===== config.mk =====
export PLATFORM = sky130hd
export DESIGN_NAME = lsc_resq
export DESIGN_NICKNAME = d
export VERILOG_FILES = /design/src/rtl/lsc_pkg.sv /design/src/rtl/lsc_resq.sv
export SDC_FILE = /design/constraint.sdc
export NUM_CORES = 1
export LEC_CHECK = 0
export BUFFER_PORTS_ARGS = -buffer_cell sky130_fd_sc_hd__buf_2
export CAP_MARGIN = 0
export CORE_UTILIZATION = 40
export CTS_CLUSTER_SIZE = 16
export DETAILED_ROUTE_END_ITERATION = 8
export PLACE_DENSITY = 0.62
export SKIP_CTS_REPAIR_TIMING = 1
export SYNTH_ARGS = -nofsm -noshare
export SYNTH_HDL_FRONTEND = slang
export SYNTH_SLANG_ARGS = --single-unit
export TNS_END_PERCENT = 100

===== constraint.sdc =====
create_clock -name clk -period 16.9 [get_ports clk]
set_input_delay 0.845 -clock clk [delete_from_list [all_inputs] [get_ports clk]]
set_output_delay 0.845 -clock clk [all_outputs]
set_load 0.02 [all_outputs]

===== src/rtl/lsc_pkg.sv =====
// Shared types, constants and helpers for the load/store core with row buffer timing.
// No dependencies; every other file except lsc_ram uses this package by scoped names.
`default_nettype none
package lsc_pkg;

  localparam int MEM_BYTES = 1048576;
  localparam int ROW_BYTES = 1024;
  localparam int MEM_WORDS = MEM_BYTES / 4;
  localparam int MW_BITS = $clog2(MEM_WORDS);
  localparam int ROW_SHIFT = $clog2(ROW_BYTES);
  localparam int ROW_W = (MEM_BYTES > ROW_BYTES) ? $clog2(MEM_BYTES / ROW_BYTES) : 1;

  localparam int DW = 32;
  localparam int NREGS = 32;
  localparam int RW = $clog2(NREGS);
  localparam logic [RW-1:0] SP_REG = RW'(29);
  localparam logic [RW-1:0] LAST_REG = RW'(NREGS - 1);
  localparam logic [DW-1:0] SP_RESET = 32'd1048576;

  localparam int RD_W = 10;
  localparam int CD_W = 10;
  localparam int CODE_W = 19;
  localparam int CFG_DW = 19;
  localparam int CFG_IW = 2;
  localparam int DLY_W = 12;
  localparam logic [DLY_W-1:0] DLY_ONE = DLY_W'(1);
  localparam logic [DLY_W-1:0] DLY_TWO = DLY_W'(2);

  localparam int Q_DEPTH = 2;
  localparam int Q_PW = $clog2(Q_DEPTH);
  localparam int Q_CW = $clog2(Q_DEPTH + 1);

  typedef enum logic [1:0] {CMD_ADD, CMD_ADDI, CMD_LW, CMD_SW} cmd_t;

  typedef enum logic [2:0] {
    ST_OK, ST_BAD_REG, ST_MISALIGN, ST_CODE, ST_BOUND, ST_HALTED
  } status_t;

  typedef enum logic [1:0] {EV_NONE, EV_FIRST, EV_HIT, EV_MISS} ev_t;

  typedef enum logic [CFG_IW-1:0] {
    CFG_ROW_DELAY, CFG_COL_DELAY, CFG_CODE_WORDS
  } cfg_idx_t;

  typedef enum logic [1:0] {S_CLEAR, S_IDLE, S_EXEC, S_MEM} state_t;

  typedef struct packed {
    cmd_t               command;
    logic [RW-1:0]      target_reg;
    logic [RW-1:0]      base_reg;
    logic [RW-1:0]      other_reg;
    logic signed [15:0] immediate;
    logic               is_mem;
    logic               is_load;
  } item_t;

  typedef struct packed {
    logic [31:0]        cycle_stamp;
    logic signed [31:0] written_value;
    logic               overlapped;
    ev_t                row_event;
    logic [31:0]        row_updates;
    status_t            status;
  } result_t;

  typedef struct packed {
    logic  valid;
    item_t item;
  } fe_out_t;

  typedef struct packed {
    logic take;
    logic clearing;
  } bk_ctl_t;

  function automatic logic [31:0] sat_add(input logic [31:0] a, input logic [DLY_W-1:0] b);
    logic [32:0] s;
    s = {1'b0, a} + {{(33-DLY_W){1'b0}}, b};
    return s[32] ? 32'hFFFF_FFFF : s[31:0];
  endfunction

endpackage
`default_nettype wire


===== src/rtl/lsc_resq.sv =====
// Result queue between the executor and the result ports.
// Depends on lsc_pkg.
`default_nettype none
module lsc_resq (
  input  wire logic              clk,
  input  wire logic              rst,
  input  wire logic              wr,
  input  wire lsc_pkg::result_t  din,
  output      logic              full,
  input  wire logic              pop,
  output      logic              empty,
  output      lsc_pkg::result_t  head
);

  lsc_pkg::result_t            q [lsc_pkg::Q_DEPTH];
  logic [lsc_pkg::Q_PW-1:0]    wr_ptr;
  logic [lsc_pkg::Q_PW-1:0]    rd_ptr;
  logic [lsc_pkg::Q_CW-1:0]    cnt;
  logic                        do_pop;

  assign full = (cnt == lsc_pkg::Q_CW'(lsc_pkg::Q_DEPTH));
  assign empty = (cnt == '0);
  assign do_pop = pop && !empty;
  assign head = q[rd_ptr];

  always_ff @(posedge clk) begin
    if (wr) begin
      q[wr_ptr] <= din;
    end
  end

  always_ff @(posedge clk) begin
    if (rst) begin
      wr_ptr <= '0;
      rd_ptr <= '0;
      cnt <= '0;
    end else begin
      if (wr) begin
        wr_ptr <= wr_ptr + 1'b1;
      end
      if (do_pop) begin
        rd_ptr <= rd_ptr + 1'b1;
      end
      if (wr && !do_pop) begin
        cnt <= cnt + 1'b1;
      end else if (!wr && do_pop) begin
        cnt <= cnt - 1'b1;
      end
    end
  end

endmodule
`default_nettype wire


Yosys cells after proc, flatten, opt, wreduce, memory -nomap -nowiden

Memory sizes are Yosys's and may differ from the RTL's. A register that Yosys moved wholly into a read port is not among the register bits.
Index checks and enable logic that the tools add are counted.

Flip-flop bits (word level): 4
Memories: 1
RAM bits: 204

Memory list:

| name | depth | width | rd ports | clocked after memory_dff | write ports | RTL line       | text |
|---|---|---|---|---|---|---|---|
| q    | 2     | 102   | 1        | 1                        | 1           | lsc_resq.sv:15 | `lsc_pkg::result_t q [lsc_pkg::Q_DEPTH];` |

Eq/ne operators: 1
Reduce and logical (&&, ||, !) cells: 8
Multiplexer cells: 6
Add/subtract/negate cells: 4

Operators with widths:

| kind                                              | number |
|---|---|
| 2-to-1 mux 1 bit                                  | 4 |
| 2-to-1 mux 2 bit                                  | 2 |
| logical AND 1 bit                                 | 3 |
| zero test 1 bit                                   | 3 |
| adder 1 bit (second input constant)               | 2 |
| adder 2 x 1 -> 2 bit (second input constant)      | 1 |
| == test 2 bit (second input constant)             | 1 |
| zero test 2 bit                                   | 1 |
| nonzero test 2 bit                                | 1 |
| subtractor 2 x 1 -> 2 bit (second input constant) | 1 |

Logic depth before layout (Yosys ltp)

Depth in word-level cells: 6
Mapped depth: 5
Mapped depth without buffers: 5

Least setup slack after synthesis

No wires, ideal clock.

Path type: input -> register
From: input wr
To: memory q[0][0] (netlist name) (enable)
Setup time: 0.576 ns
Setup slack: 11.041 ns
Buffers on the path: 0
Arrival time: 5.283 ns
Stages on the path: 1
Path through: nor2b_1

Longest elaborated chain between the ends: 2

RTL lines:

| element                                | RTL line       | text |
|---|---|---|
| start: declaration                     | lsc_resq.sv:7  | `input wire logic wr,` |
| 2-to-1 mux 1 bit                       | lsc_resq.sv:27 | `if (wr) begin` |
| 2-to-1 mux 1 bit (implied by the code) | lsc_resq.sv:28 | `q[wr_ptr] <= din;` |
| end: declaration                       | lsc_resq.sv:15 |  |

No other way between the ends.

==> results.cfg <==
[outcome]
status = complete, no violations

[synthesis]
synth_ff_type = edfxtp_1
netlist_area_um2 = 7590
synth-xor-area-share = 0.00462
synth-warning-count = 0
synth_commonest_cells = 204 x edfxtp_1, 102 x mux2_2, 8 x buf_6
synthTopCellsByArea = edfxtp_1 81%, mux2_2 15%, dfxtp_1 1.3%
synth_top_family_by_area = multiplexers
synth_edf_count = 204
syn_inst = 339
synth_most_common_cell = edfxtp_1
synth_top_cell_area_share = 0.807
yosys.area_share.simple = 0.00610
synth_fa_ha_area_frac = 0.00165
ys_seq_area_frac = 0.820
ys_ff_latch = 209
syn_avg_cell_area_um2 = 22.4
synth.distinct_cells = 16
synthArstFlopShare = 0
yosysTopAreaCell = edfxtp_1
synth_mux_area_frac = 0.151
syn_nets = 446
synth_compound_area_frac = 0.00198

[setup_path]
crit_path_start_kind = flop
r2r_start = wr_ptr$_SDFFE_PP0P_
crit_family = buffers and inverters
cp.arrival_ns = 2.57
critical_path.max_stage_delay_ns = 0.82
r2r-end = q[0][16]$_DFFE_PP_
cp.buffers_inverters = 2
cp_max_fo = 70
end_kind = output pin
ff2ff_path_depth = 2
r2r_setup_slack_ns = 14.48
crit_chain = buf_4 > mux2_2 > buf_2
cpMaxStageDelayCell = buf_4
crit_required_ns = 16.06
cp.depth = 3
criticalPathCategory = reg -> out

[global_routing]
grt_pass1_vias = 4177
globalRouteOverflowTotal = 0
grt_max_degree = 73
grt_use_met2 = 0.243
met1_usage = 0.169
track_usage = 0.142
grt_pass1_wl_um = 21600
busiest_layer = met2
antenna_found_initial = 3
met3_usage = 0.0502

[worst_hold_path]
hold_start = rd_ptr$_SDFFE_PP0P_
min_to = rd_ptr$_SDFFE_PP0P_
hp-class = reg -> reg
whs_path_depth = 2

[place]
portBuffers = 209
gp_congestion = 0.710
dp_hpwl_um = 8730

[sta]
slew_viol_final = 0
setup_tns_ns = 0
tightest_slew_ns = 1.03
rsz0062_at_grt = no
slew_headroom = 0.312
layout_min_cycle_time_ns = 3.42
finalCritPeriodShare = 0.202
setup_viol = 0
finalClockSkew_ns = 0.00347
fmax_mhz = 293
hold_viol_final = 0

[clock_network]
cts.path.max_buffers = 3
htree_levels = 1
clk_pin_slew_ns = 0.06
cts.sinks = 209
clk_latency_ns = 0.49
numCtsBuffers = 22
cts_tree = yes
cts_root_buf = clkbuf_16

[final_layout]
drive_gt1_frac = 0.592
nets = 671
syn2layout_area_growth_pct = 25.0
fill_cells = 1569
final_core_util = 0.509

[job]
max-cap-violations = 0

[floorplanning]
start_util = 0.407
core_area_um2 = 18600
die_w_um = 140
dieArea_um2 = 19500
ioPinCount = 210
num_rows = 50
die_y_um = 140

[detailed_routing]
antenna_left = 0
routed_via_density = 4.81
first_pass_iters = 4
first_iter_violations = 151
drcViolationCount = 0
routedWlPerCell_um = 17.0
vias = 3903
wirelength_um = 13800

[power]
power_density_nw_per_um2 = 146
max-vdd-ir-drop_mv = 0.0949
leakage_uw = 0.00352
[placed cells by master (no fill, tap or decap), drive strengths merged, types with 2 or more instances in the layout]
cell type,Yosys,layout
mux2,102,102
clkbuf,0,30
dfxtp,5,5
buf,11,212
clkinv,0,6
edfxtp,204,204
nor2,5,5
o21ai,2,2
xor2,3,3
[cells by family after synthesis]
logic type,Yosys count
xor gates and xnor gates,4
buffers and inverters,11
AOI/OAI and AO/OA,3
adders and majority gates,1
muxes,102
and+or+nand+nor,9
DFF,209
[metrics by stage]
stage | hold slack [ns] | worst slack (ns) | power (uW) | instance area (um2) | std cells
after floorplan | 0.471 | 11.04 | 888 | 7590 | 339
after global placement | 0.486 | 13.77 | 973 | 8860 | 774
after detailed placement | 0.505 | 13.72 | 978 | 8860 | 774
after CTS | 0.519 | 13.40 | 1400 | 9480 | 810
after global routing | 0.517 | 13.28 | 1440 | 9480 | 810
final | 0.521 | 13.48 | 1380 | 9490 | 811
[per-layer routing]
| layer | up-vias | share of wire |
|---|---|---|
| li1 | 1802 | - |
| met1 | 1947 | 0.41 |
| met2 | 131 | 0.49 |
| met3 | 21 | 0.081 |
| met4 | 2 | 0.015 |
| met5 | - | 0.00094 |
[worst max-delay path by stage]
stage	from	to	slack, ns
4_1_cts	flop	head[85]	13.40
5_1_grt	flop	head[85]	13.28
6_report	flop	head[40]	13.48
2_1_floorplan	wr	q[0][0]$_DFFE_PP_	11.04
3_3_place_gp	wr	q[0][66]$_DFFE_PP_	13.77
3_5_place_dp	wr	q[0][82]$_DFFE_PP_	13.72
[final cells by class]
class | instances | area, um2 | share of cell area
Sequential cell | 209 | 6230 | 0.657
Antenna cell | 1 | 2.50 | 0.000264
Clock inverter | 6 | 22.5 | 0.00237
Tap cell | 234 | 293 | 0.0309
Clock buffer | 30 | 602 | 0.0634
Timing Repair Buffer | 212 | 1070 | 0.113
Multi-Input combinational cell | 119 | 1270 | 0.134
[state kept, by name, summed over array words and instances, names as in the netlist, named ones only]
signal	count
rd_ptr	1
q	204
wr_ptr	1
cnt	2
[power by group]
| part | switching [uW] | internal (uW) | leakage, uW |
|---|---|---|---|
| Sequential | 22.3 | 609 | 0.00196 |
| Combinational | 190 | 142 | 0.00127 |
| Clock | 174 | 246 | 0.000301 |
[tightest hold or removal path, delay by kind of cell (launching register included)]
| family | cells | cell delay (ns) |
|---|---|---|
| AND/OR/NAND/NOR | 1 | 0.08 |
| flip-flops | 1 | 0.33 |
| XOR/XNOR | 1 | 0.08 |
(Power assumes the default switching activity.)
