===== src/rtl/lsc_pkg.sv =====
// Shared types, constants and helpers for the load/store core with row buffer timing.
// No dependencies; every other file except lsc_ram uses this package by scoped names.
`default_nettype none
package lsc_pkg;

  localparam int MEM_BYTES = 1048576;
  localparam int ROW_BYTES = 1024;
  localparam int MEM_WORDS = MEM_BYTES / 4;
  localparam int MW_BITS = $clog2(MEM_WORDS);
  localparam int ROW_SHIFT = $clog2(ROW_BYTES);
  localparam int ROW_W = (MEM_BYTES > ROW_BYTES) ? $clog2(MEM_BYTES / ROW_BYTES) : 1;

  localparam int DW = 32;
  localparam int NREGS = 32;
  localparam int RW = $clog2(NREGS);
  localparam logic [RW-1:0] SP_REG = RW'(29);
  localparam logic [RW-1:0] LAST_REG = RW'(NREGS - 1);
  localparam logic [DW-1:0] SP_RESET = 32'd1048576;

  localparam int RD_W = 10;
  localparam int CD_W = 10;
  localparam int CODE_W = 19;
  localparam int CFG_DW = 19;
  localparam int CFG_IW = 2;
  localparam int DLY_W = 12;
  localparam logic [DLY_W-1:0] DLY_ONE = DLY_W'(1);
  localparam logic [DLY_W-1:0] DLY_TWO = DLY_W'(2);

  localparam int Q_DEPTH = 2;
  localparam int Q_PW = $clog2(Q_DEPTH);
  localparam int Q_CW = $clog2(Q_DEPTH + 1);

  typedef enum logic [1:0] {CMD_ADD, CMD_ADDI, CMD_LW, CMD_SW} cmd_t;

  typedef enum logic [2:0] {
    ST_OK, ST_BAD_REG, ST_MISALIGN, ST_CODE, ST_BOUND, ST_HALTED
  } status_t;

  typedef enum logic [1:0] {EV_NONE, EV_FIRST, EV_HIT, EV_MISS} ev_t;

  typedef enum logic [CFG_IW-1:0] {
    CFG_ROW_DELAY, CFG_COL_DELAY, CFG_CODE_WORDS
  } cfg_idx_t;

  typedef enum logic [1:0] {S_CLEAR, S_IDLE, S_EXEC, S_MEM} state_t;

  typedef struct packed {
    cmd_t               command;
    logic [RW-1:0]      target_reg;
    logic [RW-1:0]      base_reg;
    logic [RW-1:0]      other_reg;
    logic signed [15:0] immediate;
    logic               is_mem;
    logic               is_load;
  } item_t;

  typedef struct packed {
    logic [31:0]        cycle_stamp;
    logic signed [31:0] written_value;
    logic               overlapped;
    ev_t                row_event;
    logic [31:0]        row_updates;
    status_t            status;
  } result_t;

  typedef struct packed {
    logic  valid;
    item_t item;
  } fe_out_t;

  typedef struct packed {
    logic take;
    logic clearing;
  } bk_ctl_t;

  function automatic logic [31:0] sat_add(input logic [31:0] a, input logic [DLY_W-1:0] b);
    logic [32:0] s;
    s = {1'b0, a} + {{(33-DLY_W){1'b0}}, b};
    return s[32] ? 32'hFFFF_FFFF : s[31:0];
  endfunction

endpackage
`default_nettype wire


===== src/rtl/lsc_front.sv =====
// Front end: accepts items into a short queue and classifies them.
// Depends on lsc_pkg.
`default_nettype none
module lsc_front (
  input  wire logic                  clk,
  input  wire logic                  rst,
  input  wire logic                  push,
  output      logic                  full,
  input  wire logic [1:0]            command,
  input  wire logic [4:0]            target_reg,
  input  wire logic [4:0]            base_reg,
  input  wire logic [4:0]            other_reg,
  input  wire logic signed [15:0]    immediate,
  input  wire lsc_pkg::bk_ctl_t      ctl,
  output      lsc_pkg::fe_out_t      fe
);

  lsc_pkg::item_t              q [lsc_pkg::Q_DEPTH];
  logic [lsc_pkg::Q_PW-1:0]    wr_ptr;
  logic [lsc_pkg::Q_PW-1:0]    rd_ptr;
  logic [lsc_pkg::Q_CW-1:0]    cnt;
  lsc_pkg::item_t              item_in;
  logic                        do_push;
  logic                        q_full;

  assign q_full = (cnt == lsc_pkg::Q_CW'(lsc_pkg::Q_DEPTH));
  assign full = q_full || ctl.clearing;
  assign do_push = push && !full;

  always_comb begin
    item_in.command    = lsc_pkg::cmd_t'(command);
    item_in.target_reg = target_reg;
    item_in.base_reg   = base_reg;
    item_in.other_reg  = other_reg;
    item_in.immediate  = immediate;
    item_in.is_mem     = command[1];
    item_in.is_load    = (lsc_pkg::cmd_t'(command) == lsc_pkg::CMD_LW);
  end

  assign fe.valid = (cnt != '0);
  assign fe.item = q[rd_ptr];

  always_ff @(posedge clk) begin
    if (do_push) begin
      q[wr_ptr] <= item_in;
    end
  end

  always_ff @(posedge clk) begin
    if (rst) begin
      wr_ptr <= '0;
      rd_ptr <= '0;
      cnt <= '0;
    end else begin
      if (do_push) begin
        wr_ptr <= wr_ptr + 1'b1;
      end
      if (ctl.take) begin
        rd_ptr <= rd_ptr + 1'b1;
      end
      if (do_push && !ctl.take) begin
        cnt <= cnt + 1'b1;
      end else if (!do_push && ctl.take) begin
        cnt <= cnt - 1'b1;
      end
    end
  end

endmodule
`default_nettype wire


===== config.mk =====
export PLATFORM = sky130hd
export DESIGN_NAME = lsc_front
export DESIGN_NICKNAME = d
export VERILOG_FILES = /design/src/rtl/lsc_pkg.sv /design/src/rtl/lsc_front.sv
export SDC_FILE = /design/constraint.sdc
export NUM_CORES = 1
export LEC_CHECK = 0
export BUFFER_PORTS_ARGS = -buffer_cell sky130_fd_sc_hd__clkbuf_2
export CORE_ASPECT_RATIO = 0.5
export CORE_MARGIN = 2
export CORE_UTILIZATION = 46
export DETAILED_ROUTE_END_ITERATION = 12
export PLACE_DENSITY = 0.72
export RECOVER_POWER = 100
export SLEW_MARGIN = 20
export SYNTH_ARGS = -nofsm -noshare
export SYNTH_HDL_FRONTEND = slang
export SYNTH_SLANG_ARGS = --single-unit

===== constraint.sdc =====
create_clock -name clk -period 2.6 [get_ports clk]
set_input_delay 0.26 -clock clk [delete_from_list [all_inputs] [get_ports clk]]
set_output_delay 0.26 -clock clk [all_outputs]
set_load 0.05 [all_outputs]

Word-level counts from Yosys, hierarchy flattened. Memories as Yosys holds them, arrays and structs flattened. A register that Yosys moved wholly into a read port is not among the register bits. Index checks and enable logic that the tools add are counted.

Flip-flop bits (word level): 4. Memory bits (writable): 70. Input port bits: 38. Output and inout port bits: 37. Memories kept: 1.

Add/subtract/negate cells: 4. Equality and inequality tests: 2. Mux-type cells: 6. Reduce and logical (&&, ||, !) cells: 9.

Memories: q (depth 2, bits a word 35, rd ports 1, clocked after Yosys merged registers in 1, wr ports 1, RTL line lsc_front.sv:18) `lsc_pkg::item_t q [lsc_pkg::Q_DEPTH];`.

Operator list (number): equality test 2 bit, second input constant (2); 2-to-1 mux 1 bit (4); 2-to-1 mux 2 bit (2); nonzero test 2 bit (2); logical AND 1 bit (3); zero test 1 bit (3); adder 1 bit, second input constant (2); adder 2 x 1 -> 2 bit, second input constant (1); subtractor 2 x 1 -> 2 bit, second input constant (1); logical OR 1 bit (1).

Logic depth before layout (Yosys ltp). Gate-level depths: netlist of run 1.

Depth after elaboration: 8. Mapped depth: 6. Depth with buffers taken out: 6.

Worst setup path after synthesis of run 1. No wires, ideal clock.

Path kind: reg2reg. Start point: register cnt[0] in the netlist's numbering. End point: memory q[0][0] in the netlist's numbering, enable pin. Setup time: 429 ps. Arrival: 2226 ps. Required time: 2171 ps. Slack: -55 ps. Stages on the path, launching flop included: 4. Path buffers: 0. Clock period less this slack: 2655 ps. Cell sequence: dfxtp_1 nand2b_1 and2_1 nor2b_1.

Longest elaborated chain between the ends: 6.

Ends and longest elaborated chain: from (decl) (RTL line lsc_front.sv:21) `logic [lsc_pkg::Q_CW-1:0] cnt;`; from (signal assigned) (RTL line lsc_front.sv:62) `cnt <= cnt + 1'b1;`; from (signal assigned) (RTL line lsc_front.sv:64) `cnt <= cnt - 1'b1;`; equality test 2 bit (RTL line lsc_front.sv:26) `assign q_full = (cnt == lsc_pkg::Q_CW'(lsc_pkg::Q_DEPTH));`; logical OR 1 bit (RTL line lsc_front.sv:27) `assign full = q_full || ctl.clearing;`; zero test 1 bit (RTL line lsc_front.sv:28) `assign do_push = push && !full;`; logical AND 1 bit (RTL line lsc_front.sv:28); 2-to-1 mux 1 bit (RTL line lsc_front.sv:44) `if (do_push) begin`; 2-to-1 mux 1 bit (not written as such) (RTL line lsc_front.sv:45) `q[wr_ptr] <= item_in;`; to (decl) (RTL line lsc_front.sv:18).

Every way passes these cells.

Worst setup path after layout of run 1.
Start point: register cnt[0] in the netlist's numbering. End point: memory q[0][27] in the netlist's numbering, enable pin.

The elaborated chain is that of the path after synthesis.

==> flow_summary.yaml, run 1 <==
floorplan:
  dieWidth_um: 112
  floorplan.initialDensity_pct: 48.5
  coreArea_um2: 5560
  io_pins: 75
  die-area_um2: 6540
  die_h_um: 58.2
  rows: 19
pwr:
  comb_power_share_pct: 14.4
  p_per_area_nw_per_um2: 910
  switchingPower_mw: 0.793
  vdd_drop_max_uv: 434
  seq_power_share_pct: 44.2
  leakage_nw: 1.17
  swShare_pct: 25.6
  p_int_mw: 2.31
  p_clk_share_pct: 41.4
synthesis:
  synthCells: 135
  synthesis.nets: 174
  yosysSeqAreaShare_pct: 79.3
  synth_area_um2: 2700
  syn_avg_cell_area_um2: 20.0
  synth_seq_cells: 73
  synth_cell_types: 19
  synth_warnings: 0
finish:
  final_common_cell: "edfxtp_1"
  final_cells: 297
  drive_gt1_share_pct: 31.7
  nNetsFinal: 258
  nFillCells: 445
  final_cell_mix: "edfxtp_1 (68), clkbuf_1 (60), mux2_2 (34)"
  area_growth_pct: 26.1
  final_util_pct: 61.2
  diodes: 0
detailed_routing:
  routed_wl_um: 4330
  postRouteAntennaNets: 0
  vias_per_cell: 4.82
  wl_per_cell_um: 14.6
  drcViolationCount: 0
  drtIter0Drc: 79
  vias: 1432
  firstDrtPassIters: 4
timing:
  finalHoldViolCount: 0
  worst_slew_pin_slew_ps: 795
  setup_violations: 0
  skew_ps: 5.83
  timing.setup.tns_ps: 0
  slew-limit-headroom_pct: 47.0
  fin_crit_ps: 2100
  slew_viol_final: 0
  max_freq_mhz: 475
  finalCritPeriodShare_pct: 80.9
  rsz0062_at_grt: "no"
placed_design:
  place_inst: 281
  numPortBuffers: 74
  hpwl_um: 2950
  routabilityCongestion: 0.673
cts:
  clk_path_buf_depth: 2
  cts-hold-fix-buffers: 0
  clk_latency_ps: 330
  cts_max_level: 3
  cts-root-buf: "clkbuf_16"
  clk_pin_slew_worst_paths_ps: 60
  ctsResizeCount: 0
  cts.sinks: 73
  tritoncts: "done"
  numCtsBuffers: 9
  cts_setup_buffers: 0
setup_path:
  critPathTopFamily: "simple AND/OR/NAND/NOR gates"
  cp_slowest_stage_delay_ps: 470
  worstPathRequired_ps: 2560
  cp-end-kind: "flip-flop"
  cp.arrival_ps: 2070
  worst-path-buf-inv: 1
  cp_num_cells: 4
  crit_fanout: 17
  crit_slowest_cell: "nor2b_4"
  startpoint_type: "flip-flop"
  crit_chain: "nand2b_1 > and2_0 > nor2b_4 > clkbuf_1"
  reg2reg_depth: 4
  worst-setup-path-type: "reg -> reg"
global_routing:
  overflow: 0
  track_usage_pct: 13.8
  antenna_found_initial: 0
  grt_pass1_vias: 1484
  grt_pass1_wl_um: 6690
  grt_max_degree: 35
flow_run:
  maxCapViolations: 0
outcome:
  status: "finished clean"
worst_hold_path:
  min_path_type: "in -> reg"
  min_path_cells: 1
-- routing by layer --
layer  share of wire [%]  vias up  global-route usage [%]
li1                    -      686                       -
met1                  42      701                    15.7
met2                  52       39                    23.9
met3                 5.0        6                    5.65
met4                0.97        0                    5.75
met5                   0        -                       0
-- flip-flops by register name (all words and copies together) (netlist names), named ones only --
name and cells:
cnt 2, wr_ptr 1, rd_ptr 1, q 68
-- worst paths after layout --
kind	slack, ps	endpoint	from
max	500	q[0][27]$_DFFE_PP_	cnt[0]$_SDFFE_PP0P_
min reg2reg	510	cnt[1]$_SDFFE_PP0P_	cnt[1]$_SDFFE_PP0P_
min	120	q[1][18]$_DFFE_PP_	other_reg[0]
max reg2reg	500	q[0][27]$_DFFE_PP_	cnt[0]$_SDFFE_PP0P_
-- cells by family after synthesis --
| family | Yosys count | synth area share, % |
|---|---|---|
| flops | 73 | 79.3 |
| simple gates | 15 | 3.06 |
| xor+xnor | 3 | 0.973 |
| buf+inv | 6 | 1.44 |
| mux | 34 | 14.2 |
| fa+ha+maj | 1 | 0.463 |
| compound gates | 3 | 0.556 |
-- through the flow --
| stage | instance area [µm²] | setup WS [ps] | power (mW) | hold WS, ps |
|---|---|---|---|---|
| final | 3410 | 497 | 3.10 | 123 |
| after global routing | 3410 | 346 | 3.20 | 114 |
| after CTS | 3490 | 747 | 3.15 | 114 |
| after detailed placement | 3170 | 777 | 1.87 | 455 |
| after global placement | 3170 | 834 | 1.86 | 452 |
| after floorplan | 2700 | 588 | 1.75 | 329 |
-- synthesized netlist by cell type --
library cell	n	area (µm²)
or3_1	1	6.26
buf_4	4	30.0
ha_1	1	12.5
o21ai_0	2	10.0
mux2_2	34	383
dfxtp_1	5	100
nand3_1	1	5.00
or2_2	1	6.26
nand2b_1	3	18.8
nor2b_1	3	18.8
buf_2	1	5.00
edfxtp_1	68	2040
nor2_1	4	15.0
xor2_1	2	17.5
xnor2_1	1	8.76
and2_1	1	6.26
and3_1	1	6.26
a21oi_1	1	5.00
inv_1	1	3.75
-- power groups by stage --
| stage | Clock [mW] | Combinational [mW] | Sequential [mW] |
|---|---|---|---|
| global placement | 0 | 0.466 | 1.39 |
| global route | 1.35 | 0.471 | 1.38 |
| detailed placement | 0 | 0.471 | 1.40 |
| finish | 1.28 | 0.446 | 1.37 |
| floorplan | 0 | 0.362 | 1.39 |
| CTS | 1.31 | 0.473 | 1.37 |
-- final cells by class --
| type | instances | area [µm²] | share of cell area (%) |
|---|---|---|---|
| Clock buffer | 9 | 225 | 6.61 |
| Multi-Input combinational cell | 56 | 528 | 15.5 |
| Tap cell | 73 | 91.3 | 2.68 |
| Inverter | 1 | 3.75 | 0.110 |
| Clock inverter | 7 | 95.1 | 2.79 |
| Timing Repair Buffer | 78 | 320 | 9.40 |
| Sequential cell | 73 | 2140 | 62.9 |
Power figures use the tool's default switching activity.
==> run 2: changes to the inputs <==
==> constraint.sdc (replaced) <==
create_clock -name clk -period 1.8 [get_ports clk]
set_input_delay 0.18 -clock clk [delete_from_list [all_inputs] [get_ports clk]]
set_output_delay 0.18 -clock clk [all_outputs]
set_load 0.05 [all_outputs]
==> flow_summary.yaml, run 2 (same netlist as run 1, synthesis figures left out) <==
outcome:
  status: "finished clean"
cts:
  cts-hold-fix-buffers: 0
  tritoncts: "done"
  clk_pin_slew_worst_paths_ps: 50
  cts_setup_buffers: 0
  clk_path_buf_depth: 2
  cts-root-buf: "clkbuf_16"
  numCtsBuffers: 9
  cts.sinks: 73
  ctsResizeCount: 0
  clk_latency_ps: 320
  cts_max_level: 3
floorplan:
  io_pins: 75
  rows: 19
  dieWidth_um: 112
  floorplan.initialDensity_pct: 48.5
  die-area_um2: 6540
  die_h_um: 58.2
  coreArea_um2: 5560
placed_design:
  hpwl_um: 2890
  numPortBuffers: 74
  place_inst: 281
  routabilityCongestion: 0.638
finish:
  top_register: "q"
  final_cells: 297
  area_growth_pct: 27.4
  biggestRegsByFlops: "q x68, cnt x2"
  diodes: 0
  nNetsFinal: 258
  final_cell_mix: "edfxtp_1 (68), clkbuf_2 (52), mux2_2 (34)"
  largest_reg_flops: 68
  final_common_cell: "edfxtp_1"
  drive_gt1_share_pct: 46.4
pwr:
  leakage_nw: 1.27
  finalPower_mw: 4.33
  p_per_area_nw_per_um2: 1260
  vdd_drop_max_uv: 613
global_routing:
  grt_max_degree: 35
  grt_pass1_wl_um: 7020
  overflow: 0
  antenna_found_initial: 0
  track_usage_pct: 14.5
  grt_pass1_vias: 1509
timing:
  max_freq_mhz: 590
  finalCritPeriodShare_pct: 94.1
  rsz0062_at_grt: "no"
  finalHoldViolCount: 0
  worst_slew_pin_slew_ps: 591
  timing.setup.tns_ps: 0
  fin_crit_ps: 1690
  slew-limit-headroom_pct: 60.8
  slew_viol_final: 0
  setup_violations: 0
  skew_ps: 4.70
detailed_routing:
  routed_wl_um: 4420
  drtIter0Drc: 70
  wl_per_cell_um: 14.9
  vias: 1443
  postRouteAntennaNets: 0
  firstDrtPassIters: 4
  drcViolationCount: 0
  vias_per_cell: 4.86
setup_path:
  worstPathRequired_ps: 1620
  worst-setup-path-type: "reg -> out"
  cp-end-kind: "output pin"
  crit_fanout: 34
  cp.arrival_ps: 1510
  startpoint_type: "flip-flop"
flow_run:
  maxCapViolations: 0
worst_hold_path:
  min_path_type: "in -> reg"
## run 2: cell types whose count changed in the layout (fill, tap and decap cells not counted), sizes merged
cell      change
bufinv        -1
clkinv        -1
clkbuf        +2
buf           +1
clkinvlp      -1
## run 2: layout make-up
type                    instances  area, µm²
repair buffers                 78        394
inverters                       1       3.75
flip-flops and latches         73       2140
well taps                      73       91.3
fillers                       430       2120
clock inverters                 4       45.0
clock buffers                  12        236
multi-input cells              56        527
## run 2: metrics by stage
step / instance area [µm²] / hold slack [ps] / util, % / worst slack (ps)
after global placement: 3200 / 370 / 57.6 / 276
after floorplan: 2710 / 249 / - / 0.983
after global routing: 3440 / 35.3 / 61.8 / 34.9
after detailed placement: 3200 / 372 / 57.6 / 184
final: 3440 / 45.4 / 61.8 / 106
after CTS: 3480 / 35.8 / 62.6 / 84.2
## run 2: path summary, 6_finish.rpt
kind,startpoint,cells past startpoint,slack (ps),end
setup / recovery,flip-flop,3,110,fe[34]
hold reg to reg,cnt[1]$_SDFFE_PP0P_,2,510,cnt[1]$_SDFFE_PP0P_
hold / removal,base_reg[1],1,50,q[0][24]$_DFFE_PP_
setup reg to reg,cnt[0]$_SDFFE_PP0P_,4,140,q[0][2]$_DFFE_PP_
## run 2: power by group
group          switching, mW  internal, mW  total (mW)
Clock                  0.609          1.07        1.67
Sequential            0.0287          1.95        1.98
Combinational          0.477         0.195       0.673
Total                   1.11          3.21        4.33
## run 2: worst max-delay path, stage by stage, from the launching register on
cell and delay, ps:
dfxtp_1 350, buf_12 230, mux2_2 370, clkbuf_2 240
## run 2: routing by layer
layer | GRT usage (%) | wire length, µm
met1 | 17.1 | 1770
met3 | 5.75 | 206
met4 | 6.10 | 61
met5 | 0 | 0
met2 | 24.2 | 2370
